File: src/design/rsps_pkg.sv
package rsps_pkg;

    // image geometry (width minus one, height minus one)
    localparam int WM        = 399;
    localparam int HM        = 224;
    // direction scaling: dx = (32*col - 16*WM)*HM, dy = (2*row - HM)*9*WM, dz = -9*WM*HM
    localparam int DX_OFS    = 16 * WM;
    localparam int DY_SCALE  = 9 * WM;
    localparam int DZ_MAG    = 9 * WM * HM;

    // pipeline depths of the iterative units
    localparam int SQRT_STEPS = 22;
    localparam int DIV_STEPS  = 17;

    // configuration register indexes
    typedef enum logic [1:0] {
        CFG_CENTER_X = 2'd0,
        CFG_CENTER_Y = 2'd1,
        CFG_CENTER_Z = 2'd2,
        CFG_RADIUS   = 2'd3
    } cfg_index_t;

    // input item
    typedef struct packed {
        logic [8:0] pixel_column;
        logic [7:0] pixel_row;
    } pixel_t;

    // result item
    typedef struct packed {
        logic [7:0] red;
        logic [7:0] green;
        logic [7:0] blue;
        logic       sphere_hit;
    } color_t;

    // side data carried alongside the sky path
    typedef struct packed {
        logic [19:0] dy_mag;
        logic        dy_neg;
        logic        hit;
    } side_t;

    // pipeline control shared by all sections
    typedef struct packed {
        logic en;
    } pipe_ctrl_t;

endpackage

File: src/design/rsps_sqrt.sv
module rsps_sqrt import rsps_pkg::*;
(
    input  logic        clk,
    input  logic        rst_n,
    input  pipe_ctrl_t  ctrl,
    input  logic        ray_valid,
    input  logic [42:0] dd,
    input  side_t       side_in,
    output logic        len_valid,
    output logic [21:0] len,
    output side_t       side_out
);

    typedef struct packed {
        logic [43:0] n;
        logic [23:0] rem;
        logic [21:0] root;
        side_t       side;
    } sq_stage_t;

    // one root bit: bring down two radicand bits, trial-subtract 4*root+1
    function automatic sq_stage_t sq_step(input sq_stage_t s);
        sq_stage_t r;
        logic [25:0] rs;
        logic [25:0] test;
        r    = s;
        rs   = {s.rem, s.n[43:42]};
        test = {2'b00, s.root, 2'b01};
        r.n  = {s.n[41:0], 2'b00};
        if (rs >= test)
        begin
            r.rem  = 24'(rs - test);
            r.root = {s.root[20:0], 1'b1};
        end
        else
        begin
            r.rem  = rs[23:0];
            r.root = {s.root[20:0], 1'b0};
        end
        return r;
    endfunction

    sq_stage_t stg_reg [SQRT_STEPS];
    logic      vld_reg [SQRT_STEPS];
    sq_stage_t stg_in  [SQRT_STEPS];

    always_comb
    begin
        stg_in[0].n    = {1'b0, dd};
        stg_in[0].rem  = '0;
        stg_in[0].root = '0;
        stg_in[0].side = side_in;
    end

    for (genvar g = 0; g < SQRT_STEPS; g++)
    begin : g_stage
        if (g > 0)
        begin : g_link
            assign stg_in[g] = stg_reg[g-1];
        end

        always_ff @(posedge clk or negedge rst_n)
        begin
            if (!rst_n)
            begin
                vld_reg[g] <= 1'b0;
            end
            else if (ctrl.en)
            begin
                vld_reg[g] <= (g == 0) ? ray_valid : vld_reg[(g == 0) ? 0 : g-1];
            end
        end

        always_ff @(posedge clk)
        begin
            if (ctrl.en)
            begin
                stg_reg[g] <= sq_step(stg_in[g]);
            end
        end
    end

    assign len_valid = vld_reg[SQRT_STEPS-1];
    assign len       = stg_reg[SQRT_STEPS-1].root;
    assign side_out  = stg_reg[SQRT_STEPS-1].side;

endmodule

File: config.mk
export PLATFORM = sky130hd
export DESIGN_NAME = rsps_sqrt
export DESIGN_NICKNAME = d
export VERILOG_FILES = /design/src/design/rsps_pkg.sv /design/src/design/rsps_sqrt.sv
export SDC_FILE = /design/constraint.sdc
export NUM_CORES = 2
export LEC_CHECK = 0
export ABC_CLOCK_PERIOD_IN_PS = 5010
export BUFFER_PORTS_ARGS = -buffer_cell sky130_fd_sc_hd__buf_2
export CAP_MARGIN = 10
export CELL_PAD_IN_SITES_DETAIL_PLACEMENT = 1
export CELL_PAD_IN_SITES_GLOBAL_PLACEMENT = 1
export CORE_MARGIN = 4
export CORE_UTILIZATION = 39
export CTS_CLUSTER_SIZE = 20
export DETAILED_ROUTE_END_ITERATION = 16
export GPL_TIMING_DRIVEN = 0
export PLACE_DENSITY = 0.6
export SLEW_MARGIN = 20
export SYNTH_ARGS = -nofsm -noshare
export SYNTH_HDL_FRONTEND = slang
export SYNTH_SLANG_ARGS = --single-unit
File: constraint.sdc
create_clock -name clk -period 5.01 [get_ports clk]
set_input_delay 1.503 -clock clk [delete_from_list [all_inputs] [get_ports clk]]
set_output_delay 1.503 -clock clk [all_outputs]
set_load 0.01 [all_outputs]
==> reports/results.txt <==
The flow ran to the end, and the final reports show no timing, DRC or antenna violations. For the worst setup path, the data arrival time is 5.09 ns. The die is 431 um tall. The number of failing setup endpoints in the final timing report is 0, and the total setup buffers inserted after CTS is 0.

The core region is 178000 um2. Leaving out fill and tap cells, the most frequent cell in the layout is edfxtp_1. The logs give 182 for the number of CTS-inserted buffers and 4689 for the synthesized netlist cell count. Entering global routing, the biggest net connects 155 pins.

The count of buffers added on input and output ports is 113. The cell depth of the worst flop-to-flop path is 11, and the post-route fraction of the period consumed by the critical path is 88.0%. Walking the worst path, the cells encountered are buf_12, buf_16, buf_16, buf_16, buf_16, buf_1, mux2_2. The average instance in the mapped netlist occupies 14.9 um2. The fraction of layout cells with a size suffix above 1 is 9.62%, and the total of max-cap violations is 0. The overall routing resource usage came out at 13.5%. Counting instances, the worst hold path has a depth of 0. For the first-pass GRT wire length, the log shows 204000 um. For the number of gates given a new drive strength after cts, the log shows 0.

The number of global-route vias before repair is 39200, and the leakage power summed over all cells is 29.5 nW. The routability congestion estimate from global placement is 0.900, and the layout overhead on the synthesized area is 13.9%. The tools report the count of antenna-violating nets left after detailed routing as 0. Element type at the critical path end: a flip-flop. The setup path with the least slack is of type in2reg.

The flop-to-flop setup slack was 0.63 ns. Summing internal, switching and leakage power gives 35.6 mW. In the routed design, unresolved DRC markers number 0.

The tools report the number of violations reported at the end of detailed-routing iteration 0 as 2088. Number of enable flip-flop cells after synthesis: 1666. Across the routed clock network, the largest skew measured is 0.0322 ns. Setup repair after global routing left no endpoint under its margin. Synthesis instantiated 82 different standard cells from the library.

The endpoint identified for the worst register-to-register timing path is stg_reg[2][280]$_DFFE_PP_. The H-tree was split into 4 levels. Row generation in the floorplan step produced 155 rows. The mapped netlist covers 69900 um2. Measured against its own limit, the worst slew margin works out to 14.5%. The register with the most flip-flops in the layout has 1666 of them. After global routing the overflow that remains totals 0. The count of hold-fix buffers inserted at cts is 0. The routed design has 125000 um of wire. The share of synthesized area occupied by flip-flops and latches was 72.3%; the clock transition at the registers of the reported paths was 0.06 ns. The share of flip-flops with an asynchronous set or reset after synthesis came out at 1.30%. The tools report the antenna cell count as 0. The tools report the critical path startpoint category as a primary input. Measured along the x axis, the die boundary spans 431 um. In the layout the commonest cells are edfxtp_1, inv_1, nand2_1, ha_1, nor2_1. The post-route setup TNS is 0 ns, and the achievable clock frequency is 227 MHz.

VDD sags by at most 305 uV. For this design, the slowest cell found on the critical path is buf_16. The most prevalent standard cell on the critical path was buf_16.

For hold timing, the worst endpoint is stg_reg[1][95]$_DFFE_PP_. The run gives 186000 um2 as the die area. Grouping stages by cell kind, the critical path spends the most delay in buffers and inverters.

The startpoint of the tightest hold check path is stg_reg[0][423]$_DFFE_PP_. The worst path in the final design needs a cycle of 4.41 ns, including I/O delays and setup. The count of buffer and inverter cells on the critical path came out at 6.

Dividing the detail-routed wire length by the instance count gives 16.6 um. The maximum fanout count along the critical path is 150. In the final design database the tool counted 5342 nets. For this run, the number of Yosys warnings is 0.

The run gives 86900 um as the post-detailed-placement half-perimeter wirelength. In the synthesized netlist the dominant register cell turns out to be edfxtp_1. The worst hold path belongs to the class reg2reg.

The total number of vias was 37100. Using the TritonRoute via totals, the vias-per-cell ratio works out to 4.95. The length of the first detailed-routing pass in iterations is 4, and the data required time of the worst path is 5.69 ns. The logs give 0 for the final hold violation count and 5032 for the post-synth net total. The initial antenna violation count was 1. The count of final max-slew check failures is 0. The tools report the cell at the root of the clock tree as clkbuf_16.

The longest clock path from root to sink contains 3 buffers. The initial cell density of the core is 39.2%. For this design, the sink count on the clock tree is 1688. In this run, synthesis produced a sequential element count of 1688. Pin placement for this block handled 114 I/O pins. In this design, the stage delay of the slowest critical-path cell is 0.49 ns. The power density of the placed cells is 447 nW/um2, and the pin slew with the least headroom to its limit is 1.27 ns. TritonCTS built the clock tree. The startpoint of the most critical register-to-register path is stg_reg[2][141]$_DFFE_PP_.

The later-pin clock latency in the skew report was 0.81 ns.
per-stage QoR:
stage	std cells	hold WS, ns	cell area, um2	utilization [%]	setup slack (ns)
4_1_cts	7502	0.385	79700	44.6	0.522
2_1_floorplan	4689	0.400	69900	-	1.95
3_3_place_gp	7157	0.400	73500	41.2	-25.93
6_report	7502	0.392	79700	44.6	0.599
5_1_grt	7502	0.395	79700	44.6	0.292
3_5_place_dp	7170	0.405	73800	41.4	-0.284
layout make-up:
type / count / area (um2)
Clock inverter: 116 / 1120
Tap cell: 2355 / 2950
Multi-Input combinational cell: 2589 / 17800
Clock buffer: 216 / 4700
Sequential cell: 1688 / 50600
Fill cell: 17800 / 98800
Inverter: 341 / 1280
Buffer: 71 / 283
Timing Repair Buffer: 126 / 938
how the worst max path moves through the flow:
stage | start | end | slack, ns | depth (start not counted)
6_report | ctrl | vld_reg[13]$_DFFE_PN0P_ | 0.60 | 7
5_1_grt | ctrl | vld_reg[11]$_DFFE_PN0P_ | 0.29 | 7
4_1_cts | stg_reg[2][141]$_DFFE_PP_ | stg_reg[2][280]$_DFFE_PP_ | 0.52 | 11
3_5_place_dp | ctrl | vld_reg[13]$_DFFE_PN0P_ | -0.28 | 7
3_3_place_gp | ctrl | len_valid$_DFFE_PN0P_ | -25.93 | 2
2_1_floorplan | stg_reg[2][163]$_DFFE_PP_ | stg_reg[2][284]$_DFFE_PP_ | 1.95 | 10
worst reg2reg max path, stage by stage (launching register included):
cell      delay [ns]
edfxtp_1        0.37
inv_1           0.06
ha_1            0.38
a2111o_1        0.52
or3_1           0.39
nor4_1          0.69
o31ai_1         0.19
o21ai_0         0.36
clkbuf_1        0.48
o21bai_1        0.35
nor4_1          0.14
xor2_1          0.18
cells in the mapped netlist, types with 32 or more instances:
library cell | number | area [um2]
a21o_1 | 77 | 578
a21oi_1 | 247 | 1240
clkbuf_1 | 55 | 206
edfxtp_1 | 1666 | 50000
ha_1 | 274 | 3430
inv_1 | 338 | 1270
mux2_2 | 60 | 676
nand2_1 | 275 | 1030
nand2b_1 | 47 | 294
nand3_1 | 60 | 300
nand4_1 | 40 | 250
nor2_1 | 263 | 987
nor2b_1 | 41 | 257
nor3_1 | 101 | 505
nor4_1 | 64 | 400
o21a_1 | 50 | 375
o21ai_0 | 209 | 1050
o31ai_1 | 32 | 240
or3_1 | 38 | 238
xnor2_1 | 183 | 1600
xor2_1 | 186 | 1630
routing by layer:
layer / wire, um / GRT usage [%]
met5: 0 / 0
met4: 4180 / 5.40
met3: 4390 / 2.63
met2: 61300 / 23.0
met1: 54900 / 16.8
cells by family after synthesis:
kind of cell | share of synthesized area [%]
adders and majority gates | 4.90
muxes | 1.07
AOI/OAI and AO/OA | 7.27
other | 0.00536
buffers and inverters | 2.23
and+or+nand+nor | 7.58
xor gates and xnor gates | 4.62
DFF | 72.3
power by group:
group | switching [mW] | total (mW) | internal [mW]
Clock | 5.39 | 12.9 | 7.55
Sequential | 0.743 | 18.1 | 17.3
Combinational | 2.64 | 4.58 | 1.94
Note: power is estimated with default switching activity, not from simulation.
