**src/design/rsps_pkg.sv**
```systemverilog
package rsps_pkg;

    // image geometry (width minus one, height minus one)
    localparam int WM        = 399;
    localparam int HM        = 224;
    // direction scaling: dx = (32*col - 16*WM)*HM, dy = (2*row - HM)*9*WM, dz = -9*WM*HM
    localparam int DX_OFS    = 16 * WM;
    localparam int DY_SCALE  = 9 * WM;
    localparam int DZ_MAG    = 9 * WM * HM;

    // pipeline depths of the iterative units
    localparam int SQRT_STEPS = 22;
    localparam int DIV_STEPS  = 17;

    // configuration register indexes
    typedef enum logic [1:0] {
        CFG_CENTER_X = 2'd0,
        CFG_CENTER_Y = 2'd1,
        CFG_CENTER_Z = 2'd2,
        CFG_RADIUS   = 2'd3
    } cfg_index_t;

    // input item
    typedef struct packed {
        logic [8:0] pixel_column;
        logic [7:0] pixel_row;
    } pixel_t;

    // result item
    typedef struct packed {
        logic [7:0] red;
        logic [7:0] green;
        logic [7:0] blue;
        logic       sphere_hit;
    } color_t;

    // side data carried alongside the sky path
    typedef struct packed {
        logic [19:0] dy_mag;
        logic        dy_neg;
        logic        hit;
    } side_t;

    // pipeline control shared by all sections
    typedef struct packed {
        logic en;
    } pipe_ctrl_t;

endpackage

```
**src/design/rsps_div.sv**
```systemverilog
module rsps_div import rsps_pkg::*;
(
    input  logic        clk,
    input  logic        rst_n,
    input  pipe_ctrl_t  ctrl,
    input  logic        len_valid,
    input  logic [21:0] len,
    input  side_t       side_in,
    output logic        quo_valid,
    output logic [16:0] quo,
    output side_t       side_out
);

    // |dy| <= len, so (|dy| << 16) / len fits 17 bits and the top part starts below len
    typedef struct packed {
        logic [21:0] rem;
        logic [21:0] d;
        logic [16:0] dbits;
        logic [16:0] q;
        side_t       side;
    } dv_stage_t;

    // one quotient bit of a restoring division
    function automatic dv_stage_t dv_step(input dv_stage_t s);
        dv_stage_t r;
        logic [22:0] rs;
        r       = s;
        rs      = {s.rem, s.dbits[16]};
        r.dbits = {s.dbits[15:0], 1'b0};
        if (rs >= 23'(s.d))
        begin
            r.rem = 22'(rs - 23'(s.d));
            r.q   = {s.q[15:0], 1'b1};
        end
        else
        begin
            r.rem = rs[21:0];
            r.q   = {s.q[15:0], 1'b0};
        end
        return r;
    endfunction

    dv_stage_t stg_reg [DIV_STEPS];
    logic      vld_reg [DIV_STEPS];
    dv_stage_t stg_in  [DIV_STEPS];

    always_comb
    begin
        stg_in[0].rem   = {3'b000, side_in.dy_mag[19:1]};
        stg_in[0].d     = len;
        stg_in[0].dbits = {side_in.dy_mag[0], 16'd0};
        stg_in[0].q     = '0;
        stg_in[0].side  = side_in;
    end

    for (genvar g = 0; g < DIV_STEPS; g++)
    begin : g_stage
        if (g > 0)
        begin : g_link
            assign stg_in[g] = stg_reg[g-1];
        end

        always_ff @(posedge clk or negedge rst_n)
        begin
            if (!rst_n)
            begin
                vld_reg[g] <= 1'b0;
            end
            else if (ctrl.en)
            begin
                vld_reg[g] <= (g == 0) ? len_valid : vld_reg[(g == 0) ? 0 : g-1];
            end
        end

        always_ff @(posedge clk)
        begin
            if (ctrl.en)
            begin
                stg_reg[g] <= dv_step(stg_in[g]);
            end
        end
    end

    assign quo_valid = vld_reg[DIV_STEPS-1];
    assign quo       = stg_reg[DIV_STEPS-1].q;
    assign side_out  = stg_reg[DIV_STEPS-1].side;

endmodule

```
**config.mk**
```make
export PLATFORM = sky130hd
export DESIGN_NAME = rsps_div
export DESIGN_NICKNAME = d
export VERILOG_FILES = /design/src/design/rsps_pkg.sv /design/src/design/rsps_div.sv
export SDC_FILE = /design/constraint.sdc
export NUM_CORES = 2
export LEC_CHECK = 0
export BUFFER_PORTS_ARGS = -buffer_cell sky130_fd_sc_hd__buf_4
export CAP_MARGIN = 30
export CORE_ASPECT_RATIO = 0.5
export CORE_MARGIN = 3
export CORE_UTILIZATION = 59
export CTS_BUF_LIST = sky130_fd_sc_hd__clkbuf_2 sky130_fd_sc_hd__clkbuf_4 sky130_fd_sc_hd__clkbuf_8
export DETAILED_ROUTE_END_ITERATION = 10
export GPL_TIMING_DRIVEN = 0
export PLACE_DENSITY = 0.77
export SYNTH_ARGS = -nofsm -noshare
export SYNTH_HDL_FRONTEND = slang
export SYNTH_SLANG_ARGS = --single-unit
```
**constraint.sdc**
```tcl
create_clock -name clk -period 3.33 [get_ports clk]
set_input_delay 0.333 -clock clk [delete_from_list [all_inputs] [get_ports clk]]
set_output_delay 0.333 -clock clk [all_outputs]
set_load 0.02 [all_outputs]
```
==> flow_metrics.py <==
metrics = {
    "synthesis": {
        "ys_types": 87,
        "synth_seq_cells": 1248,
        "synthesis.area_um2": 60200,
        "synthArstFlopShare_pct": 1.36,
        "synth_flop_cell": "edfxtp_1",
        "synth_edf_count": 1231,
        "synth_nets": 4970,
        "ys_warn_count": 0,
        "ys_seq_area_share_pct": 62.2,
        "syn_inst": 4535,
        "syn_area_per_cell_um2": 13.3,
    },
    "power": {
        "p_int_mw": 39.5,
        "ir_worst_vdd_uv": 469,
        "power_frac_comb_pct": 42.4,
        "p_leak_nw": 27.5,
        "p_switching_mw": 20.8,
        "power_frac_seq_pct": 38.5,
        "clkPwrFrac_pct": 19.1,
        "powerDensity_nw_per_um2": 881,
        "p_sw_share_pct": 34.5,
        "totalPowerFinal_mw": 60.3,
    },
    "timing": {
        "tightest_slew_ns": 1.00,
        "finalCritPeriodShare_pct": 101,
        "finalSetupViolCount": 10,
        "fmax_mhz": 297,
        "rsz0062_at_grt": "true",
        "skew_ns": 0.0386,
        "setup_slack_ns": -0.0346,
        "hold_violations": 0,
        "drv_slew": 0,
        "post-route-min-period_ns": 3.36,
        "maxSlewHeadroom_pct": 31.6,
    },
    "die": {
        "ios": 88,
        "core-area_um2": 101000,
        "dieWidth_um": 458,
        "die_y_um": 232,
        "die-area_um2": 106000,
        "initial_utilization_pct": 59.8,
        "rows": 82,
    },
    "worst_setup_path": {
        "endpoint_kind": "flop",
        "arrival_ns": 3.97,
        "path_max_fanout": 6,
        "required_ns": 3.94,
        "worstSetupPathType": "reg2reg",
        "critPathLaunchType": "flop",
    },
    "grt": {
        "grt_max_degree": 208,
        "grt_use_total_pct": 20.6,
        "grt_pass1_vias": 36400,
        "grt_pass1_wl_um": 176000,
        "grt.overflow.total": 0,
        "antenna_found_initial": 1,
    },
    "layout": {
        "fillerInstances": 6872,
        "drive_gt1_share_pct": 16.9,
        "areaGrowthSynthToFinish_pct": 13.7,
        "largest_register_ff_count": 1231,
        "nNetsFinal": 5384,
        "final_core_util_pct": 68.0,
    },
    "cts": {
        "clock-sinks": 1248,
        "clk_pin_slew_worst_paths_ns": 0.06,
        "cts_root_buf": "clkbuf_8",
        "clk_path_buf_depth": 3,
        "cts_made_buffers": 174,
        "h-tree-depth": 4,
        "clk_latency_ns": 0.88,
        "cts_tree": "built",
    },
    "detailed_routing": {
        "routed_wl_um": 110000,
        "drtIter0Drc": 2126,
        "wl_per_cell_um": 17.2,
        "vias": 35800,
        "routed_via_density": 5.57,
        "ant_nets": 0,
        "drc": 0,
        "firstDrtPassIters": 9,
    },
    "place": {
        "place_ws_ns": -1.49,
        "post-dp-hpwl_um": 75700,
        "portBuffers": 87,
        "gp_congestion": 1.03,
    },
    "status": {
        "status": "complete, but fails checks",
        "violations": "setup timing",
    },
    "run": {
        "drv_cap": 0,
    },
    "worst_hold_path": {
        "hold_class": "in2reg",
    },
}
power groups by stage:
stage / combinational (mW) / sequential, mW / clock [mW]
after CTS: 24.3 / 23.2 / 11.9
after detailed placement: 22.8 / 23.5 / 0
final: 25.6 / 23.2 / 11.5
after floorplan: 17.9 / 22.9 / 0
after global routing: 28.1 / 23.5 / 12.6
after global placement: 22.2 / 23.7 / 0
final timing paths:
kind,start,end,slack (ns),cells after the start
setup / recovery,stg_reg[0][459],stg_reg[0][591],-0.03,13
hold reg to reg,stg_reg[0][610],stg_reg[0][709],0.41,0
setup reg to reg,stg_reg[0][459],stg_reg[0][591],-0.03,13
max in group asynchronous,rst_n,vld_reg[10],2.24,3
hold / removal,ctrl,stg_reg[0][809],0.10,2
min in group asynchronous,rst_n,vld_reg[9],0.62,3
kinds of logic (layout without fill, tap and decap cells):
group | after synthesis | after routing | share of synthesized area, %
muxes | 240 | 240 | 4.69
other | 0 | 1 | 0
buffers and inverters | 543 | 1096 | 3.49
xor gates and xnor gates | 268 | 268 | 3.90
and+or+nand+nor | 832 | 832 | 6.62
adders and majority gates | 387 | 387 | 8.25
AOI/OAI and AO/OA | 1017 | 1017 | 10.9
DFF | 1248 | 1248 | 62.2
timing repair:
action                     4_1_cts  5_1_grt
setup endpoints to repair      455      320
buffers inserted                36       50
hold endpoints to repair        84        3
gates cloned                     6        2
resized for setup              124      121
hold buffers                    45        4
pin swaps                       29       55
cell type report:
class	count	area, um2	area share, %
Clock buffer	230	2820	4.12
Sequential cell	1248	37400	54.6
Multi-Input combinational cell	2744	21500	31.4
Inverter	470	1770	2.58
Antenna cell	1	2.50	0.00366
Tap cell	1344	1680	2.46
Buffer	73	492	0.719
Clock inverter	85	568	0.830
Timing Repair Buffer	238	2220	3.25
layer usage:
| metal | GRT usage [%] | share of wire (%) | vias to the layer above |
|---|---|---|---|
| met5 | 0 | 0 | - |
| met4 | 12.9 | 5.6 | 0 |
| met3 | 3.33 | 3.4 | 323 |
| met2 | 37.2 | 51 | 865 |
| met1 | 22.9 | 40 | 16900 |
| li1 | - | - | 17700 |
cells in the final DEF (no fill, tap or decap), types with 62 or more instances in the layout:
| master | instances |
|---|---|
| o21ai_0 | 184 |
| mux2_2 | 191 |
| xnor2_1 | 150 |
| clkbuf_8 | 175 |
| nand3_1 | 62 |
| a21oi_1 | 282 |
| nor2_1 | 212 |
| inv_1 | 462 |
| nand2_1 | 247 |
| buf_4 | 174 |
| edfxtp_1 | 1231 |
| xor2_1 | 118 |
| ha_1 | 361 |
| a21o_1 | 162 |
through the flow:
stage	cells	setup TNS [ns]	instance area (um2)	hold slack [ns]
2_1_floorplan	4535	0	60200	0.0374
4_1_cts	6377	-1.31	67500	-0.482
3_5_place_dp	5976	-354.20	62700	0.208
5_1_grt	6433	-3.05	68400	0.0660
3_3_place_gp	5966	-9943.39	62500	0.194
6_report	6433	-0.143	68400	0.101
worst max-delay path: stages (launching register included):
cell	delay, ns
edfxtp_1	0.41
inv_1	0.08
ha_2	0.31
a21oi_1	0.18
o21ai_0	0.17
o22a_1	0.26
o31ai_4	0.08
a21oi_2	0.12
a21oi_2	0.21
o21ai_2	0.08
a2111o_2	0.56
buf_12	0.18
buf_12	0.13
mux2_4	0.29
synth_stat cells, types with 8 or more instances:
cell / count / area (um2)
a2111oi_0: 10 / 87.6
a211o_1: 16 / 140
a211oi_1: 28 / 210
a21boi_0: 10 / 75.1
a21o_1: 162 / 1220
a21oi_1: 301 / 1510
a221oi_1: 8 / 70.1
a31o_2: 9 / 78.8
a31oi_1: 35 / 219
and2_1: 25 / 156
and3_1: 33 / 206
buf_2: 23 / 115
clkbuf_1: 43 / 161
dfrtp_1: 17 / 425
edfxtp_1: 1231 / 37000
fa_1: 16 / 320
ha_1: 371 / 4640
inv_1: 469 / 1760
mux2_2: 193 / 2170
mux2_4: 35 / 526
mux2i_1: 12 / 120
nand2_1: 247 / 927
nand2b_1: 25 / 156
nand3_1: 64 / 320
nand4_1: 37 / 231
nor2_1: 214 / 803
nor2b_1: 46 / 288
nor3_1: 55 / 275
nor3b_1: 9 / 67.6
nor4_1: 10 / 62.6
o211a_1: 8 / 80.1
o211ai_1: 15 / 113
o21a_1: 47 / 353
o21ai_0: 199 / 996
o21ai_1: 11 / 55.1
o21bai_1: 38 / 285
o31ai_1: 31 / 233
o41ai_1: 8 / 70.1
or2_2: 14 / 87.6
or3_1: 22 / 138
xnor2_1: 150 / 1310
xor2_1: 118 / 1030
(Power assumes the default switching activity.)
