[src/design/rsps_pkg.sv]
package rsps_pkg;

    // image geometry (width minus one, height minus one)
    localparam int WM        = 399;
    localparam int HM        = 224;
    // direction scaling: dx = (32*col - 16*WM)*HM, dy = (2*row - HM)*9*WM, dz = -9*WM*HM
    localparam int DX_OFS    = 16 * WM;
    localparam int DY_SCALE  = 9 * WM;
    localparam int DZ_MAG    = 9 * WM * HM;

    // pipeline depths of the iterative units
    localparam int SQRT_STEPS = 22;
    localparam int DIV_STEPS  = 17;

    // configuration register indexes
    typedef enum logic [1:0] {
        CFG_CENTER_X = 2'd0,
        CFG_CENTER_Y = 2'd1,
        CFG_CENTER_Z = 2'd2,
        CFG_RADIUS   = 2'd3
    } cfg_index_t;

    // input item
    typedef struct packed {
        logic [8:0] pixel_column;
        logic [7:0] pixel_row;
    } pixel_t;

    // result item
    typedef struct packed {
        logic [7:0] red;
        logic [7:0] green;
        logic [7:0] blue;
        logic       sphere_hit;
    } color_t;

    // side data carried alongside the sky path
    typedef struct packed {
        logic [19:0] dy_mag;
        logic        dy_neg;
        logic        hit;
    } side_t;

    // pipeline control shared by all sections
    typedef struct packed {
        logic en;
    } pipe_ctrl_t;

endpackage

[src/design/rsps_colour.sv]
module rsps_colour import rsps_pkg::*;
(
    input  logic        clk,
    input  logic        rst_n,
    input  pipe_ctrl_t  ctrl,
    input  logic        quo_valid,
    input  logic [16:0] quo,
    input  side_t       side_in,
    output logic        color_valid,
    output color_t      color
);

    // floor(v / 1000) and floor(v / 5000) by reciprocal, one correction step
    localparam logic [22:0] RECIP_R = 23'd4294967;
    localparam logic [19:0] RECIP_G = 20'd858993;
    localparam logic [17:0] SCALE   = 18'd255999;
    localparam logic [9:0]  DIV_R   = 10'd1000;
    localparam logic [12:0] DIV_G   = 13'd5000;

    logic v1_reg, v2_reg, v3_reg, v4_reg, v5_reg;
    logic [17:0] ar1_reg;
    logic [19:0] ag1_reg;
    logic        hit1_reg, hit2_reg, hit3_reg, hit4_reg;
    logic [35:0] pr2_reg;
    logic [37:0] pg2_reg;
    logic [18:0] vr3_reg, vr4_reg;
    logic [20:0] vg3_reg, vg4_reg;
    logic [41:0] mr3_reg;
    logic [40:0] mg3_reg;
    logic [9:0]  qr4_reg;
    logic [8:0]  qg4_reg;
    logic [19:0] cr4_reg;
    logic [21:0] cg4_reg;
    color_t      col5_reg;

    logic [17:0] sum_w;
    logic [16:0] t_w;
    logic [19:0] remr_w;
    logic [21:0] remg_w;
    logic [10:0] fr_w;
    logic [9:0]  fg_w;

    always_comb
    begin
        // sky parameter t = (y + 1) / 2 in Q16
        sum_w = side_in.dy_neg ? (18'd65536 - 18'(quo)) : (18'd65536 + 18'(quo));
        t_w   = sum_w[17:1];

        remr_w = 20'(vr4_reg) - cr4_reg;
        remg_w = 22'(vg4_reg) - cg4_reg;
        fr_w   = (remr_w >= 20'(DIV_R)) ? 11'(qr4_reg) + 11'd1 : 11'(qr4_reg);
        fg_w   = (remg_w >= 22'(DIV_G)) ? 10'(qg4_reg) + 10'd1 : 10'(qg4_reg);
    end

    always_ff @(posedge clk or negedge rst_n)
    begin
        if (!rst_n)
        begin
            v1_reg <= 1'b0;
            v2_reg <= 1'b0;
            v3_reg <= 1'b0;
            v4_reg <= 1'b0;
            v5_reg <= 1'b0;
        end
        else if (ctrl.en)
        begin
            v1_reg <= quo_valid;
            v2_reg <= v1_reg;
            v3_reg <= v2_reg;
            v4_reg <= v3_reg;
            v5_reg <= v4_reg;
        end
    end

    always_ff @(posedge clk)
    begin
        if (ctrl.en)
        begin
            ar1_reg  <= 18'd131072 - 18'(t_w);
            ag1_reg  <= 20'd655360 - 20'(t_w) * 20'd3;
            hit1_reg <= side_in.hit;

            pr2_reg  <= 36'(ar1_reg) * 36'(SCALE);
            pg2_reg  <= 38'(ag1_reg) * 38'(SCALE);
            hit2_reg <= hit1_reg;

            vr3_reg  <= pr2_reg[35:17];
            vg3_reg  <= pg2_reg[37:17];
            mr3_reg  <= 42'(pr2_reg[35:17]) * 42'(RECIP_R);
            mg3_reg  <= 41'(pg2_reg[37:17]) * 41'(RECIP_G);
            hit3_reg <= hit2_reg;

            vr4_reg  <= vr3_reg;
            vg4_reg  <= vg3_reg;
            qr4_reg  <= mr3_reg[41:32];
            qg4_reg  <= mg3_reg[40:32];
            cr4_reg  <= 20'(mr3_reg[41:32]) * 20'(DIV_R);
            cg4_reg  <= 22'(mg3_reg[40:32]) * 22'(DIV_G);
            hit4_reg <= hit3_reg;

            // hit is pure red, otherwise sky blend, clamped
            if (hit4_reg)
            begin
                col5_reg.red   <= 8'd255;
                col5_reg.green <= 8'd0;
                col5_reg.blue  <= 8'd0;
            end
            else
            begin
                col5_reg.red   <= (fr_w > 11'd255) ? 8'd255 : fr_w[7:0];
                col5_reg.green <= (fg_w > 10'd255) ? 8'd255 : fg_w[7:0];
                col5_reg.blue  <= 8'd255;
            end
            col5_reg.sphere_hit <= hit4_reg;
        end
    end

    assign color_valid = v5_reg;
    assign color       = col5_reg;

endmodule

[config.mk]
export PLATFORM = sky130hd
export DESIGN_NAME = rsps_colour
export DESIGN_NICKNAME = d
export VERILOG_FILES = /design/src/design/rsps_pkg.sv /design/src/design/rsps_colour.sv
export SDC_FILE = /design/constraint.sdc
export NUM_CORES = 2
export LEC_CHECK = 0
export ABC_AREA = 0
export BUFFER_PORTS_ARGS = -buffer_cell sky130_fd_sc_hd__clkbuf_2
export CAP_MARGIN = 10
export CORE_ASPECT_RATIO = 1.25
export CORE_UTILIZATION = 55
export DETAILED_ROUTE_END_ITERATION = 10
export PLACE_DENSITY_LB_ADDON = 0.05
export SYNTH_ARGS = -nofsm -noshare
export SYNTH_HDL_FRONTEND = slang
export SYNTH_SLANG_ARGS = --single-unit
[constraint.sdc]
create_clock -name clk -period 6.1 [get_ports clk]
set_input_delay 0.61 -clock clk [delete_from_list [all_inputs] [get_ports clk]]
set_output_delay 0.61 -clock clk [all_outputs]
set_load 0.005 [all_outputs]
==> tab_implementation.tex <==
\begin{tabular}{lr}
\hline
Metric & Value \\
\hline
\multicolumn{2}{l}{\textbf{Status}} \\
Run status & complete, but fails checks \\
Violations in the final reports & setup timing \\
\multicolumn{2}{l}{\textbf{Global routing}} \\
Number of global-route vias before repair & 29,700 \\
Overflow left after global routing & 0 \\
First-pass GRT wire length & 149,000 um \\
Aggregate global-route resource usage & 0.258 \\
Initial antenna violation count & 0 \\
Maximum number of pins on one net before global-route repair & 135 \\
\multicolumn{2}{l}{\textbf{Route}} \\
Total routed wire length on the met1 layer & 35,200 um \\
Router iterations before antenna repair & 5 \\
Initial DRC count & 790 \\
Total number of vias & 26,100 \\
Via-to-Cell Ratio & 5.16 \\
ANT nets after route & 0 \\
WL met3 & 1820 um \\
Residual DRC count & 0 \\
Average wire per standard cell & 18.0 um \\
Routed wire length & 91,200 um \\
Wire length on met2 & 50,900 um \\
Highest signal layer in the routed design & met4 \\
\multicolumn{2}{l}{\textbf{Timing}} \\
Peak clock frequency supported by timing & 158 MHz \\
Maximum clock skew at final layout & 0.0149 ns \\
Hold Violations, Final & 0 \\
Final number of max-transition violations & 0 \\
Setup repair after global routing missed its margin & true \\
Final critical delay including setup and external delays & 6.35 ns \\
Max\_slew headroom & 0.425 \\
Worst slew pin tran & 0.862 ns \\
Total Neg Setup Slack & -1.36 ns \\
Setup-violating endpoint count in the final report & 11 \\
Final period util & 1.04 \\
Minimum setup slack in the final design & -0.249 ns \\
\multicolumn{2}{l}{\textbf{Clock tree}} \\
Buffer type at the clock tree root & sky130\_fd\_sc\_hd\_\_clkbuf\_16 \\
Deepest clock path buffer count & 3 \\
CTS Sinks & 240 \\
Clock slew at reported path FFs & 0.06 ns \\
Clock tree from TritonCTS & done \\
Clock insertion delay at the later pin of the skew report & 0.59 ns \\
\# H-tree levels & 1 \\
CTS Buf Count & 30 \\
\multicolumn{2}{l}{\textbf{Floorplanning}} \\
Standard cell core area & 71,200 um2 \\
Number of placement rows & 109 \\
Effective utilization at floorplan & 0.559 \\
Vertical die dimension & 303 um \\
Die area & 73,400 um2 \\
Die width & 243 um \\
Number of top-level design ports & 69 \\
\multicolumn{2}{l}{\textbf{Worst setup path}} \\
Worst path arrival time & 6.69 ns \\
Required @ worst endpoint & 6.44 ns \\
Element type at the critical path start & register \\
Worst Setup End Kind & register \\
Type of the setup path with the least slack & register to register \\
CP max FO & 4 \\
\multicolumn{2}{l}{\textbf{Synth}} \\
Yosys Warn Count & 0 \\
Top cell type's share of synthesized area & 0.336 \\
Net Count, Synth & 5,087 \\
Top cell type by total area after synthesis & sky130\_fd\_sc\_hd\_\_fa\_1 \\
Leading cell types by total area after synthesis & sky130\_fd\_sc\_hd\_\_fa\_1, sky130\_fd\_sc\_hd\_\_ha\_1, sky130\_fd\_sc\_hd\_\_edfxtp\_1 \\
Number of synthesized register bits & 240 \\
Post-Syn Area per Cell & 11.0 um2 \\
Main flop type after synthesis & sky130\_fd\_sc\_hd\_\_edfxtp\_1 \\
Xor and xnor fraction of the mapped netlist area & 0.0339 \\
Share of synthesized registers carrying an async set or reset & 0.0208 \\
Mapped Cells & 3,614 \\
Synth Area in Adders & 0.576 \\
Combinational family with the most area after synthesis & adder cells \\
Synth Cell Area & 39,800 um2 \\
Compound-cell area share of the yosys netlist & 0.0561 \\
Yosys cell types & 80 \\
Proportion of synthesized area in mux cells & 0.00443 \\
Post-synth EDFFs & 235 \\
Simple-gate share of the synthesized area & 0.0459 \\
Sequential fraction of the synthesis area & 0.180 \\
\multicolumn{2}{l}{\textbf{Finish}} \\
Antenna Diode Count & 0 \\
Number of nets in the layout & 5,574 \\
Core Util, Final & 0.654 \\
Share of layout cells above drive strength 1 & 0.182 \\
Synthesis-to-finish area growth & 17.0\% \\
Number of flip-flops under the largest register name & 21 \\
\multicolumn{2}{l}{\textbf{Hold path}} \\
Type of the tightest min-delay check & primary input to register \\
\multicolumn{2}{l}{\textbf{Place}} \\
Port Buffer Count & 48 \\
Dpl hpwl & 80,000 um \\
Gp weighted congestion & 0.926 \\
\multicolumn{2}{l}{\textbf{Run}} \\
Max capacitance violation total & 0 \\
\hline
\end{tabular}
## critical path, stage by stage (launching register included)
cell                        delay [ns]
sky130_fd_sc_hd__edfxtp_1         0.50
sky130_fd_sc_hd__ha_4             0.33
sky130_fd_sc_hd__inv_2            0.04
sky130_fd_sc_hd__fa_1             0.58
sky130_fd_sc_hd__inv_1            0.07
sky130_fd_sc_hd__fa_1             0.51
sky130_fd_sc_hd__inv_2            0.04
sky130_fd_sc_hd__fa_1             0.48
sky130_fd_sc_hd__fa_1             0.58
sky130_fd_sc_hd__inv_2            0.05
sky130_fd_sc_hd__fa_2             0.56
sky130_fd_sc_hd__ha_4             0.22
sky130_fd_sc_hd__ha_4             0.26
sky130_fd_sc_hd__nand4_1          0.15
sky130_fd_sc_hd__nor3_2           0.15
sky130_fd_sc_hd__nand2_1          0.09
sky130_fd_sc_hd__o311ai_1         0.23
sky130_fd_sc_hd__o211ai_1         0.16
sky130_fd_sc_hd__a2111oi_2        0.37
sky130_fd_sc_hd__o21ai_1          0.14
sky130_fd_sc_hd__a21boi_2         0.21
sky130_fd_sc_hd__o41a_1           0.19
sky130_fd_sc_hd__a21oi_2          0.07
sky130_fd_sc_hd__xnor2_1          0.12
## placed cells by master, fill, tap and decap left out, drive strengths merged, types with 54 or more instances in the layout
cell,instances
clkbuf,78
a21oi,99
fa,668
edfxtp,235
nor2,88
nand2,74
xor2,54
buf,423
xnor2,100
inv,1080
ha,762
## kinds of logic (layout without fill, tap and decap cells)
kind of cell / after synthesis / in the layout
adders and majority gates: 1430 / 1430
buffers and inverters: 1089 / 1600
and+or+nand+nor: 357 / 357
AOI/OAI and AO/OA: 328 / 328
DFF: 240 / 240
xor gates and xnor gates: 154 / 154
muxes: 16 / 16
## synth_stat cells (10+ instances only)
| cell | number |
|---|---|
| sky130_fd_sc_hd__o211ai_1 | 12 |
| sky130_fd_sc_hd__o21a_1 | 18 |
| sky130_fd_sc_hd__or3_1 | 17 |
| sky130_fd_sc_hd__a21oi_1 | 98 |
| sky130_fd_sc_hd__xor2_1 | 54 |
| sky130_fd_sc_hd__nand3_1 | 26 |
| sky130_fd_sc_hd__o31ai_1 | 11 |
| sky130_fd_sc_hd__nand2_1 | 74 |
| sky130_fd_sc_hd__a21o_1 | 46 |
| sky130_fd_sc_hd__and3_1 | 13 |
| sky130_fd_sc_hd__nand4_1 | 21 |
| sky130_fd_sc_hd__inv_1 | 1073 |
| sky130_fd_sc_hd__or2_2 | 10 |
| sky130_fd_sc_hd__o21ai_0 | 40 |
| sky130_fd_sc_hd__ha_1 | 762 |
| sky130_fd_sc_hd__nor2b_1 | 21 |
| sky130_fd_sc_hd__a31oi_1 | 11 |
| sky130_fd_sc_hd__nor2_1 | 88 |
| sky130_fd_sc_hd__fa_1 | 668 |
| sky130_fd_sc_hd__nor3_1 | 25 |
| sky130_fd_sc_hd__edfxtp_1 | 235 |
| sky130_fd_sc_hd__o21bai_1 | 15 |
| sky130_fd_sc_hd__nand2b_1 | 24 |
| sky130_fd_sc_hd__xnor2_1 | 100 |
## worst paths after layout
kind,end,startpoint,slack [ns],depth (start not counted)
min reg2reg,vr4_reg[6],vr3_reg[6],0.41,0
min,hit1_reg,side_in[0],0.20,1
max reg2reg,mg3_reg[40],pg2_reg[24],-0.25,23
min in group asynchronous,color_valid,rst_n,0.36,2
max,mg3_reg[40],pg2_reg[24],-0.25,23
max in group asynchronous,v2_reg,rst_n,5.61,2
## layer usage
layer	vias up	GRT usage
met2	357	0.515
li1	12400	-
met5	-	0
met1	13200	0.288
met4	0	0.0855
met3	165	0.0187
## cell type report
| class | count | area (um2) |
|---|---|---|
| clock inverter | 25 | 278 |
| sequential | 240 | 7180 |
| fill | 5718 | 24600 |
| clock buffer | 31 | 754 |
| tap | 943 | 1180 |
| inverter | 1073 | 4040 |
| timing repair buffer | 471 | 3550 |
| multi-input combinational | 2285 | 29600 |
## what timing repair did
action                                  in CTS  in global routing
hold buffers                                 1                  0
setup buffers                               38                 29
pin swaps                                  133                155
resized for setup                          102                140
hold endpoints to repair                     5                  0
endpoints found under the setup margin      35                 38
## metrics by stage
stage | instances | worst slack, ns | area (um2) | hold WS (ns)
3_3_place_gp | 4945 | -0.648 | 43900 | 0.402
3_5_place_dp | 4945 | -0.687 | 43900 | 0.405
2_1_floorplan | 3614 | -0.156 | 39900 | 0.314
4_1_cts | 5039 | -0.293 | 45700 | 0.156
5_1_grt | 5068 | -0.581 | 46500 | 0.171
6_report | 5068 | -0.249 | 46500 | 0.200
Power is left out: the tool's default activity adds up to more than one toggle a clock period on the data nets, which glitch-free logic cannot reach.
